## config.mk

```make
export PLATFORM = sky130hd
export DESIGN_NAME = cartridge_bank_mapper_with_ppu_latch_top
export DESIGN_NICKNAME = d
export VERILOG_FILES = /design/src/cbm_pkg.sv /design/src/cbm_core.sv /design/src/cartridge_bank_mapper_with_ppu_latch_top.sv
export SDC_FILE = /design/constraint.sdc
export NUM_CORES = 1
export LEC_CHECK = 0
export BUFFER_PORTS_ARGS = -buffer_cell sky130_fd_sc_hd__buf_2
export CAP_MARGIN = 10
export CORE_ASPECT_RATIO = 1.2
export CORE_MARGIN = 2
export CORE_UTILIZATION = 40
export DETAILED_ROUTE_END_ITERATION = 8
export GPL_ROUTABILITY_DRIVEN = 0
export GPL_TIMING_DRIVEN = 0
export PLACE_DENSITY = 0.7
export SYNTH_ARGS = -nofsm -noshare
export SYNTH_HDL_FRONTEND = slang
export SYNTH_HIERARCHICAL = 1
export SYNTH_SLANG_ARGS = --single-unit
```

## constraint.sdc

```tcl
create_clock -name clk -period 3.3 [get_ports clk]
set_input_delay 0.165 -clock clk [delete_from_list [all_inputs] [get_ports clk]]
set_output_delay 0.165 -clock clk [all_outputs]
set_load 0.01 [all_outputs]
```

## src/cbm_pkg.sv

```systemverilog
// ----------------------------------------------------------------------------
// cbm_pkg
// Shared codes, constants and result type for the cartridge bank mapper.
// ----------------------------------------------------------------------------
package cbm_pkg;

    // Access kinds carried on the input word's tuser
    localparam logic [1:0] FUNC_CPU_RD = 2'd0;
    localparam logic [1:0] FUNC_CPU_WR = 2'd1;
    localparam logic [1:0] FUNC_PPU    = 2'd2;
    localparam logic [1:0] FUNC_UNUSED = 2'd3;

    // Target memory codes
    localparam logic [2:0] TGT_NONE = 3'd0;
    localparam logic [2:0] TGT_REG  = 3'd1;
    localparam logic [2:0] TGT_WRAM = 3'd2;
    localparam logic [2:0] TGT_PRG  = 3'd3;
    localparam logic [2:0] TGT_CHR  = 3'd4;
    localparam logic [2:0] TGT_NT   = 3'd5;

    // Register sub-selects, addr[10:8]
    localparam logic [2:0] SUB_BANK    = 3'd0;
    localparam logic [2:0] SUB_MODE    = 3'd2;
    localparam logic [2:0] SUB_ID      = 3'd3;
    localparam logic [2:0] SUB_ZERO    = 3'd6;

    // Bytes driven on register reads
    localparam logic [7:0] ID_BYTE   = 8'h8F;
    localparam logic [7:0] ZERO_BYTE = 8'h00;

    // Mode register bits
    localparam int MODE_HMIRROR = 0;
    localparam int MODE_LATCH   = 1;
    localparam int MODE_PRG32K  = 2;

    localparam int MAP_W = 23;

    typedef struct packed {
        logic [7:0]       read_data;
        logic             read_driven;
        logic [2:0]       target;
        logic [MAP_W-1:0] mapped_addr;
    } cbm_result_t;

endpackage

```

## src/cbm_core.sv

```systemverilog
// ----------------------------------------------------------------------------
// cbm_core
// Bank/mode registers, PPU pattern latch and the single-pass address decode.
// ----------------------------------------------------------------------------
module cbm_core (
    input  logic                 clk,
    input  logic                 rst_n,
    input  logic                 en,
    input  logic [1:0]           func,
    input  logic [15:0]          addr,
    input  logic [7:0]           data,
    output cbm_pkg::cbm_result_t result
);
    import cbm_pkg::*;

    logic [7:0]  bank_reg;
    logic [7:0]  bank_next;
    logic [7:0]  mode_reg;
    logic [7:0]  mode_next;
    logic        latch_reg;
    logic        latch_next;

    logic [2:0]       cpu_tgt;
    logic [MAP_W-1:0] cpu_ma;
    logic [13:0]      p;
    logic             nt_snoop;
    logic             chr_bank;
    logic             nt_page;
    logic [2:0]       sub;

    assign sub = addr[10:8];
    assign p   = addr[13:0];

    // CPU address decode
    always_comb
    begin
        cpu_tgt = TGT_NONE;
        cpu_ma  = '0;
        if (addr[15])
        begin
            cpu_tgt = TGT_PRG;
            if (mode_reg[MODE_PRG32K])
                cpu_ma = {bank_reg, addr[14:0]};
            else if (addr[14])
                cpu_ma = {9'd0, addr[13:0]};
            else
                cpu_ma = {1'b0, bank_reg, addr[13:0]};
        end
        else if (addr[14:13] == 2'b11)
        begin
            cpu_tgt = TGT_WRAM;
            cpu_ma  = {10'd0, addr[12:0]};
        end
        else if (addr[14:12] == 3'b101)
        begin
            cpu_tgt = TGT_REG;
        end
    end

    // Nametable snoop below the attribute area, page pick by mirroring
    assign nt_snoop = p[13] && (p[9:6] != 4'hF);
    assign nt_page  = mode_reg[MODE_HMIRROR] ? p[11] : p[10];
    assign chr_bank = p[12] ? 1'b1 : (mode_reg[MODE_LATCH] & latch_reg);

    // Result and next state
    always_comb
    begin
        result     = '0;
        bank_next  = bank_reg;
        mode_next  = mode_reg;
        latch_next = latch_reg;
        unique case (func)
            FUNC_CPU_RD:
            begin
                result.target      = cpu_tgt;
                result.mapped_addr = cpu_ma;
                if (cpu_tgt == TGT_REG)
                begin
                    if (sub == SUB_ID)
                    begin
                        result.read_data   = ID_BYTE;
                        result.read_driven = 1'b1;
                    end
                    else if (sub == SUB_ZERO)
                    begin
                        result.read_data   = ZERO_BYTE;
                        result.read_driven = 1'b1;
                    end
                end
            end
            FUNC_CPU_WR:
            begin
                result.target      = cpu_tgt;
                result.mapped_addr = cpu_ma;
                if (cpu_tgt == TGT_REG)
                begin
                    if (sub == SUB_BANK)
                        bank_next = data;
                    else if (sub == SUB_MODE)
                        mode_next = data;
                end
            end
            FUNC_PPU:
            begin
                if (nt_snoop)
                    latch_next = nt_page;
                if (!p[13])
                begin
                    result.target      = TGT_CHR;
                    result.mapped_addr = {10'd0, chr_bank, p[11:0]};
                end
                else if (p[13:8] != 6'h3F)
                begin
                    result.target      = TGT_NT;
                    result.mapped_addr = {12'd0, nt_page, p[9:0]};
                end
            end
            FUNC_UNUSED:
            begin
                result = '0;
            end
            default:
            begin
                result = '0;
            end
        endcase
    end

    // Commit state as the word leaves the input register
    always_ff @(posedge clk or negedge rst_n)
    begin
        if (!rst_n)
        begin
            bank_reg  <= '0;
            mode_reg  <= '0;
            latch_reg <= 1'b0;
        end
        else if (en)
        begin
            bank_reg  <= bank_next;
            mode_reg  <= mode_next;
            latch_reg <= latch_next;
        end
    end

endmodule

```

## src/cartridge_bank_mapper_with_ppu_latch_top.sv

```systemverilog
// Path: an accepted word passes the input register, then the result register, to the output.
// Throughput: one word per cycle unless m_tready stalls; both registers advance together.
// Result register holds a finished word while a new word is taken into the input register.
// Reset (rst_n low, asynchronous) clears both valid flags, bank, mode and pattern latch.
// ----------------------------------------------------------------------------
// cartridge_bank_mapper_with_ppu_latch_top
// Cartridge mapper: decodes CPU/PPU bus words to target memory and address.
// ----------------------------------------------------------------------------
module cartridge_bank_mapper_with_ppu_latch_top (
    input  logic        clk,
    input  logic        rst_n,
    input  logic        s_tvalid,
    output logic        s_tready,
    input  logic [23:0] s_tdata,   // addr[15:0], data[23:16]
    input  logic [1:0]  s_tuser,   // func[1:0]
    output logic        m_tvalid,
    input  logic        m_tready,
    output logic [31:0] m_tdata,   // read_data[7:0], read_driven[8], mapped_addr[31:9]
    output logic [2:0]  m_tuser    // target[2:0]
);
    import cbm_pkg::*;

    logic        in_valid_reg;
    logic [1:0]  func_reg;
    logic [15:0] addr_reg;
    logic [7:0]  data_reg;
    logic        out_valid_reg;
    cbm_result_t out_reg;
    cbm_result_t result;
    logic        advance;
    logic        in_fire;

    assign advance  = !out_valid_reg || m_tready;
    assign s_tready = !in_valid_reg || advance;
    assign in_fire  = s_tvalid && s_tready;

    cbm_core u_core (
        .clk    (clk),
        .rst_n  (rst_n),
        .en     (in_valid_reg && advance),
        .func   (func_reg),
        .addr   (addr_reg),
        .data   (data_reg),
        .result (result)
    );

    // Input register
    always_ff @(posedge clk or negedge rst_n)
    begin
        if (!rst_n)
            in_valid_reg <= 1'b0;
        else if (s_tready)
            in_valid_reg <= s_tvalid;
    end

    always_ff @(posedge clk)
    begin
        if (in_fire)
        begin
            func_reg <= s_tuser;
            addr_reg <= s_tdata[15:0];
            data_reg <= s_tdata[23:16];
        end
    end

    // Result register
    always_ff @(posedge clk or negedge rst_n)
    begin
        if (!rst_n)
            out_valid_reg <= 1'b0;
        else if (advance)
            out_valid_reg <= in_valid_reg;
    end

    always_ff @(posedge clk)
    begin
        if (advance && in_valid_reg)
            out_reg <= result;
    end

    assign m_tvalid = out_valid_reg;
    assign m_tdata  = {out_reg.mapped_addr, out_reg.read_driven, out_reg.read_data};
    assign m_tuser  = out_reg.target;

`ifndef NO_ASSERTIONS
    // A driven read byte only comes from the register window
    assert property (@(posedge clk) disable iff (!rst_n)
        m_tvalid && m_tdata[8] |-> m_tuser == TGT_REG)
        else $error("read_driven outside register target");

    // No mapped address for none or register targets
    assert property (@(posedge clk) disable iff (!rst_n)
        m_tvalid && (m_tuser == TGT_NONE || m_tuser == TGT_REG) |-> m_tdata[31:9] == '0)
        else $error("mapped address set for unmapped target");

    // A word leaving the input register lands in the result register
    assert property (@(posedge clk) disable iff (!rst_n)
        in_valid_reg && advance |=> out_valid_reg)
        else $error("word lost between stages");

    // An accepted word is held in the input register next cycle
    assert property (@(posedge clk) disable iff (!rst_n)
        in_fire |=> in_valid_reg && addr_reg == $past(s_tdata[15:0]))
        else $error("accepted word not captured");
`endif

endmodule
```

Yosys cells after proc, flatten, opt, wreduce, memory -nomap -nowiden
Index checks and enable logic that the tools add are counted.
{"block": "totals", "word_cells": 57, "output_inout_bits": 37, "regBits": 75, "inputBits": 30}
{"block": "op_classes", "n_reduce_logical": 15, "n_eq_ne": 11, "n_bitwise": 4, "muxes": 14}
{"cell": "case mux 26 bit (3 select lines)", "n": 1}
{"cell": "two-way mux 26 bit", "n": 2}
{"cell": "two-way mux 23 bit", "n": 2}
{"cell": "two-way mux 22 bit", "n": 1}
{"cell": "two-way mux 13 bit", "n": 1}
{"cell": "two-way mux 9 bit", "n": 1}
{"cell": "== test 2 bit (second input constant)", "n": 3}
{"cell": "== test 3 x 2 -> 1 bit (second input constant)", "n": 2}
{"cell": "== test 3 bit (second input constant)", "n": 2}
{"cell": "two-way mux 3 bit", "n": 2}
{"cell": "inequality test 6 bit (second input constant)", "n": 1}
{"cell": "AND reduction 5 bit", "n": 1}
{"cell": "two-way mux 1 bit", "n": 4}
{"cell": "inequality test 4 bit (second input constant)", "n": 1}
{"cell": "AND reduction 4 bit", "n": 1}
{"cell": "== test 3 x 1 -> 1 bit (second input constant)", "n": 1}
{"cell": "logical AND 1 bit", "n": 3}
{"cell": "zero test 3 bit", "n": 1}
{"cell": "inverter 1 bit", "n": 3}
{"cell": "AND reduction 3 bit", "n": 1}
{"cell": "OR reduction 3 bit", "n": 1}
{"cell": "== test 2 x 1 -> 1 bit (second input constant)", "n": 1}
{"cell": "zero test 1 bit", "n": 2}
{"cell": "zero test 2 bit", "n": 1}
{"cell": "4 further kinds", "n": 5}

Longest topological paths before layout
Gate-level depths: netlist of the first run.
{"block": "logic_depth", "depth_word": 7, "ltp_mapped": 5, "ltp_nobuf": 5}

Hierarchy
The synthesis of the first run kept the hierarchy.
{"mod": "cartridge_bank_mapper_with_ppu_latch_top", "seq_area_each_um2": 1881.8, "instances": 1, "area_per_inst_um2": 1935.6, "cells_each": 69}
{"mod": "cbm_core", "seq_area_each_um2": 300.3, "instances": 1, "area_per_inst_um2": 957.2, "cells_each": 104}

Worst setup path before layout of the first run
OpenSTA, ideal clock, no wires.
{"block": "synth_path", "path_type": "flip-flop to flip-flop", "start": "register out_valid_reg (netlist: m_tvalid)", "end": "register u_core.bank_reg[0]", "stages_incl_launch_ff": 6, "arrival_time_ns": 2.265, "n_path_buf": 0, "t_required_ns": 3.175, "setup_ns": 0.125, "setup_slack_ns": 0.910, "period_less_slack_ns": 2.390, "cell_sequence": "dfrtp_1 > nand2b_1 > and2_1 > and3b_1 > nand4b_4 > mux2_2"}
{"block": "synth_between", "elab_chain_cells": 4}
{"element": "from (decl)", "line_no": "cartridge_bank_mapper_with_ppu_latch_top.sv:27", "source": "logic out_valid_reg;"}
{"element": "from (signal assigned)", "line_no": "cartridge_bank_mapper_with_ppu_latch_top.sv:72", "source": "out_valid_reg <= in_valid_reg;"}
{"element": "zero test 1 bit", "line_no": "cartridge_bank_mapper_with_ppu_latch_top.sv:33", "source": "assign advance = !out_valid_reg || m_tready;"}
{"element": "logical OR 1 bit", "line_no": "cartridge_bank_mapper_with_ppu_latch_top.sv:33"}
{"element": "logical AND 1 bit", "line_no": "cartridge_bank_mapper_with_ppu_latch_top.sv:40", "source": ".en (in_valid_reg && advance),"}
{"element": "AND reduction 4 bit (no source line)"}
{"element": "to (signal assigned)", "line_no": "cbm_core.sv:140", "source": "bank_reg <= bank_next;"}
{"element": "to (decl)", "line_no": "cbm_core.sv:16", "source": "logic [7:0] bank_reg;"}
No other way between the ends.
A chain may end at the register's enable or synchronous reset.

Final worst setup path of the first run
{"block": "layout_path", "start": "register out_valid_reg (netlist: m_tvalid)", "end": "register u_core.mode_reg[2]"}
{"block": "layout_between", "elab_chain_cells": 4}
{"element": "zero test 1 bit", "line_no": "cartridge_bank_mapper_with_ppu_latch_top.sv:33"}
{"element": "logical OR 1 bit", "line_no": "cartridge_bank_mapper_with_ppu_latch_top.sv:33"}
{"element": "logical AND 1 bit", "line_no": "cartridge_bank_mapper_with_ppu_latch_top.sv:40"}
{"element": "AND reduction 5 bit (no source line)"}
{"element": "to (signal assigned)", "line_no": "cbm_core.sv:141", "source": "mode_reg <= mode_next;"}
{"element": "to (decl)", "line_no": "cbm_core.sv:18", "source": "logic [7:0] mode_reg;"}
No other way between the ends.

==> metrics.cfg, run 1 <==
[run_status]
outcome=completed

[power]
leakagePower_nw=1.59
combPwrFrac=0.087
powerDensity_nw_per_um2=523
power.share.clock=0.340
p_switching_uw=442
p_int_mw=1.53
switching_share=0.225
seqPwrFrac=0.574
max-vdd-ir-drop_uv=299

[sta]
hold-worst-slack_ps=12.1
fin_ws_ps=1030
slew_violations=0
slew_headroom=0.452
max_freq_mhz=440
fin_crit_sh=0.688
hold_viol_final=0
tns_ps=0
final-setup-viol-count=0
grt_setup_unrepaired=false
max_slew.worst_pin.slew_ps=822
fin_worst_skew_ps=7.34
fin_crit_ps=2270

[die]
die_w_um=81.6
core_um2=6940
start_util=0.417
ios=67
rows=33
fp.dieH_um=97.2
die_area_um2=7930

[clocking]
cts_root_buf=clkbuf_8
clkTransAtPathRegs_ps=70
htree_levels=3
clock_path_buffers=2
numCtsBuffers=9
worstSkewPairLatency_ps=340
cts_tree=built
post-cts-setup-buffers=0
cts.sinks=75

[drt]
drt_iter0_markers=78
wl_per_cell_um=13.6
finalWirelength_um=5000
viasPerCell=4.70
postRouteAntennaNets=0
drc=0
firstDrtPassIters=6
num_vias=1725

[yosys]
syn_avg_cell_area_um2=16.7
ys.flop_type=edfxtp_1
synth_commonest_cells=61 x edfxtp_1, 14 x dfrtp_1, 13 x mux2_2
ys_top_cells_by_area=edfxtp_1 63%, dfrtp_1 12%, mux2_2 5.1%
synth-seq-cells=75
ys_types=36
ys_seq_area_frac=0.754
synth_edf_count=61
synth.most_common_cell=edfxtp_1
syn_inst=173
synth_area_um2=2890
ys_warn_count=6
synth_top_cell_by_area=edfxtp_1
async_reset_ff_frac=0.187
netlist.area_leader.share=0.633

[place]
numPortBuffers=66
pre_cts_slack_ps=1020
dp_hpwl_um=3470

[hold_path]
hold_depth=1
hold_class=in -> reg

[setup_path]
path_delay_family=simple AND/OR/NAND/NOR gates
required_ps=3530
worst-path-stages=5
end_kind=register
timing.rr.start=m_tvalid
r2r_end=u_core/mode_reg[2]
critPathLaunch=m_tvalid
endpoint=u_core/mode_reg[2]
cp_cell_sequence=nand2b_1 > and2_2 > and3b_1 > nand4_1 > mux2_2
startpoint_type=register
cp_slowest_cell=and2_2
rr_worst_depth=5
max_stage_delay_ps=680
crit_buf_inv=0
worst-r2r-setup-slack_ps=1030
crit_fanout=37
crit_type=reg -> reg
worstPathArrival_ps=2500

[cells_and_area]
antennaDiodeCount=0
area_delta_synth_final_pct=30.1
num-fill-cells=578
largest_reg_flops=32
nets=305
layout-drive-gt1-share=0.393

[grt]
grt_pass1_wl_um=7940
overflow=0
antenna_found_initial=0
grt_max_degree=38
grt_usage=0.135
grt_pass1_vias=1682

[job]
max_cap_viol_count=0

placed cells by master, fill, tap and decap left out, types with 7 or more instances in the layout:
cell type,n
buf_2,67
nor2_1,11
clkbuf_8,9
buf_4,7
mux2_2,13
dlygate4sd3_1,23
nand2_1,7
edfxtp_1,61
a21boi_0,10
dfrtp_1,14
area by class of cell:
cell class	count	area (um2)	share of cell area
buffer	12	80.1	0.0213
clock buffer	9	124	0.0329
clock inverter	7	68.8	0.0183
inverter	4	15.0	0.00399
multi-input combinational	84	624	0.166
sequential	75	2180	0.580
tap	87	109	0.0289
timing repair buffer	89	561	0.149
worst min path at each step:
stage,startpoint,end,slack [ps]
floorplan,rst_n,in_valid_reg,-130
global placement,rst_n,u_core/bank_reg[7],80
detailed placement,rst_n,u_core/bank_reg[7],80
CTS,s_tdata[17],data_reg[1],1
global route,s_tdata[14],addr_reg[14],0.6
finish,s_tdata[14],addr_reg[14],10
routing by layer:
metal	vias up	wire length [um]	share of wire	global-route usage
li1	838	-	-	-
met4	0	69	0.014	0.0538
met5	-	0	0	0
met1	824	2030	0.41	0.148
met2	57	2600	0.52	0.235
met3	6	300	0.060	0.0428
metrics by stage:
step | util | std cells | instance area (um2) | power, mW
final | 0.543 | 367 | 3760 | 1.97
after global routing | 0.543 | 367 | 3760 | 2.05
after CTS | 0.543 | 367 | 3760 | 1.99
after detailed placement | 0.482 | 328 | 3340 | 1.30
after global placement | 0.481 | 328 | 3340 | 1.29
after floorplan | - | 175 | 2900 | 1.23
kinds of logic (layout without fill, tap and decap cells):
logic type      after synthesis  in the layout  share of synthesized area
flops                        75             75                      0.754
simple gates                 39             39                     0.0878
compound gates               27             27                     0.0666
buf+inv                      16            121                     0.0329
mux                          14             14                     0.0541
other cells                   1              3                    0.00130
xor+xnor                      1              1                    0.00303
repair_timing:
item | CTS | global route
hold endpoints to repair | 36 | 0
hold buffers | 23 | 0
resized for setup | 0 | 0
power by group through the flow:
stage	Sequential, mW	Combinational, mW	Clock [mW]
floorplan	1.16	0.0649	0
global placement	1.15	0.147	0
detailed placement	1.15	0.152	0
CTS	1.13	0.172	0.687
global route	1.14	0.189	0.728
finish	1.13	0.171	0.668
Note: power is estimated with default switching activity, not from simulation.
==> inputs of run 2 (changes only) <==
--- a/config.mk
+++ b/config.mk
@@ -13,7 +13,7 @@
 export DETAILED_ROUTE_END_ITERATION = 8
 export GPL_ROUTABILITY_DRIVEN = 0
 export GPL_TIMING_DRIVEN = 0
-export PLACE_DENSITY = 0.7
+export PLACE_DENSITY = 0.73
 export SYNTH_ARGS = -nofsm -noshare
 export SYNTH_HDL_FRONTEND = slang
 export SYNTH_HIERARCHICAL = 1
==> constraint.sdc (replaced) <==
create_clock -name clk -period 2 [get_ports clk]
set_input_delay 0.1 -clock clk [delete_from_list [all_inputs] [get_ports clk]]
set_output_delay 0.1 -clock clk [all_outputs]
set_load 0.01 [all_outputs]
==> run 2 against run 1 <==
- power grew 56%
- cell area up 0.50%
- clock power is 37% higher
- critical path depth unchanged
- worst hold slack improved by 48 ps
- clock skew down 2.8 ps
- critical path type unchanged
- largest cell class unchanged
==> metrics.cfg, run 2 (synthesis results as in run 1) <==
[drt]
num_vias=1750
viasPerCell=4.69
finalWirelength_um=4870
wl_per_cell_um=13.0
firstDrtPassIters=4
drc=0
drt_iter0_markers=73
postRouteAntennaNets=0

[grt]
grt_pass1_wl_um=7910
grt_usage=0.134
overflow=0
antenna_found_initial=0
grt_pass1_vias=1723
grt_max_degree=38

[die]
fp.dieH_um=97.2
start_util=0.417
die_w_um=81.6
rows=33
ios=67
core_um2=6940
die_area_um2=7930

[setup_path]
endpoint=u_core/mode_reg[0]
startpoint_type=register
max_stage_delay_ps=410
path_delay_family=simple AND/OR/NAND/NOR gates
cp_slowest_cell=dfrtp_1
crit_type=reg -> reg
worstPathArrival_ps=2090
rr_worst_depth=5
timing.rr.start=m_tvalid
crit_fanout=19
crit_buf_inv=0
critPathLaunch=m_tvalid
worst-r2r-setup-slack_ps=130
cp_cell_sequence=nand2b_1 > and2_4 > and3b_1 > nand4_1 > mux2_2
end_kind=register
required_ps=2220
worst-path-stages=5
r2r_end=u_core/mode_reg[0]

[power]
finalPower_mw=3.07
leakagePower_nw=1.60
powerDensity_nw_per_um2=811
max-vdd-ir-drop_uv=363

[clocking]
numCtsBuffers=9
cts.sinks=75
clkTransAtPathRegs_ps=70
worstSkewPairLatency_ps=330
htree_levels=3
post-cts-setup-buffers=0
cts_tree=built
cts_root_buf=clkbuf_8
clock_path_buffers=2

[job]
max_cap_viol_count=0

[cells_and_area]
seq_area_um2=2180
num-fill-cells=579
nets=311
final_cell_mix=67 x buf_2, 61 x edfxtp_1, 28 x dlygate4sd3_1
multi_input_area_um2=633
largest_reg_flops=32
antennaDiodeCount=0
fin_util=0.545
final_cell_area_um2=3780
area_delta_synth_final_pct=30.8
layout-drive-gt1-share=0.371
mostFrequentLayoutCell=buf_2

[sta]
final-setup-viol-count=0
fin_worst_skew_ps=4.53
grt_setup_unrepaired=false
hold_viol_final=0
slew_headroom=0.652
max_slew.worst_pin.slew_ps=518
slew_violations=0
fin_crit_sh=0.935
max_freq_mhz=535
tns_ps=0
fin_crit_ps=1870

[place]
place_area_um2=3340
numPortBuffers=66
dp_hpwl_um=3320

[run_status]
outcome=completed

[hold_path]
hold_class=in -> reg

run 2: where the power goes:
group | total [mW] | internal, mW | switching (mW)
Sequential | 1.86 | 1.81 | 0.0483
Clock | 0.915 | 0.439 | 0.476
Combinational | 0.292 | 0.142 | 0.150
Total | 3.07 | 2.39 | 0.674
run 2: stage by stage:
step | instances | hold WS (ps) | setup slack, ps
finish | 373 | 59.6 | 129
global route | 373 | 61.9 | 29.5
CTS | 372 | 43.3 | 18.5
detailed placement | 328 | 18.0 | -239
global placement | 328 | 13.4 | -225
floorplan | 175 | -196 | 10.2
run 2: worst min-delay path: cells and delay by family:
kind | cells | cell delay [ps]
AND/OR/NAND/NOR | 2 | 170
buffers and inverters | 1 | 80
run 2: layout make-up:
class                   count  share of cell area
well taps                  87              0.0288
repair buffers             94               0.161
flip-flops and latches     75               0.577
clock inverters             4             0.00463
plain buffers              12              0.0212
inverters                   4             0.00397
clock buffers              12              0.0357
multi-input cells          85               0.167
run 2: how the worst min path moves through the flow:
stage          depth (start not counted)     start  slack (ps)            endpoint
6_report                               3  m_tready          60        in_valid_reg
5_1_grt                                3  m_tready          60        in_valid_reg
4_1_cts                                3  m_tready          40        in_valid_reg
3_5_place_dp                           1     rst_n          20  u_core/bank_reg[6]
3_3_place_gp                           1     rst_n          10  u_core/bank_reg[7]
2_1_floorplan                          0     rst_n        -200        in_valid_reg
run 2: routing by layer:
layer / global-route usage / wire [um] / vias up
li1: - / - / 859
met1: 0.153 / 1970 / 819
met2: 0.222 / 2500 / 62
met3: 0.0279 / 290 / 10
met4: 0.0859 / 105 / 0
met5: 0 / 0 / -
run 2: timing repair:
item | in CTS | in global routing
endpoints found under the hold margin | 41 | 0
gates cloned | 0 | 1
resized for setup | 1 | 0
endpoints found under the setup margin | 11 | 11
hold buffers | 28 | 0
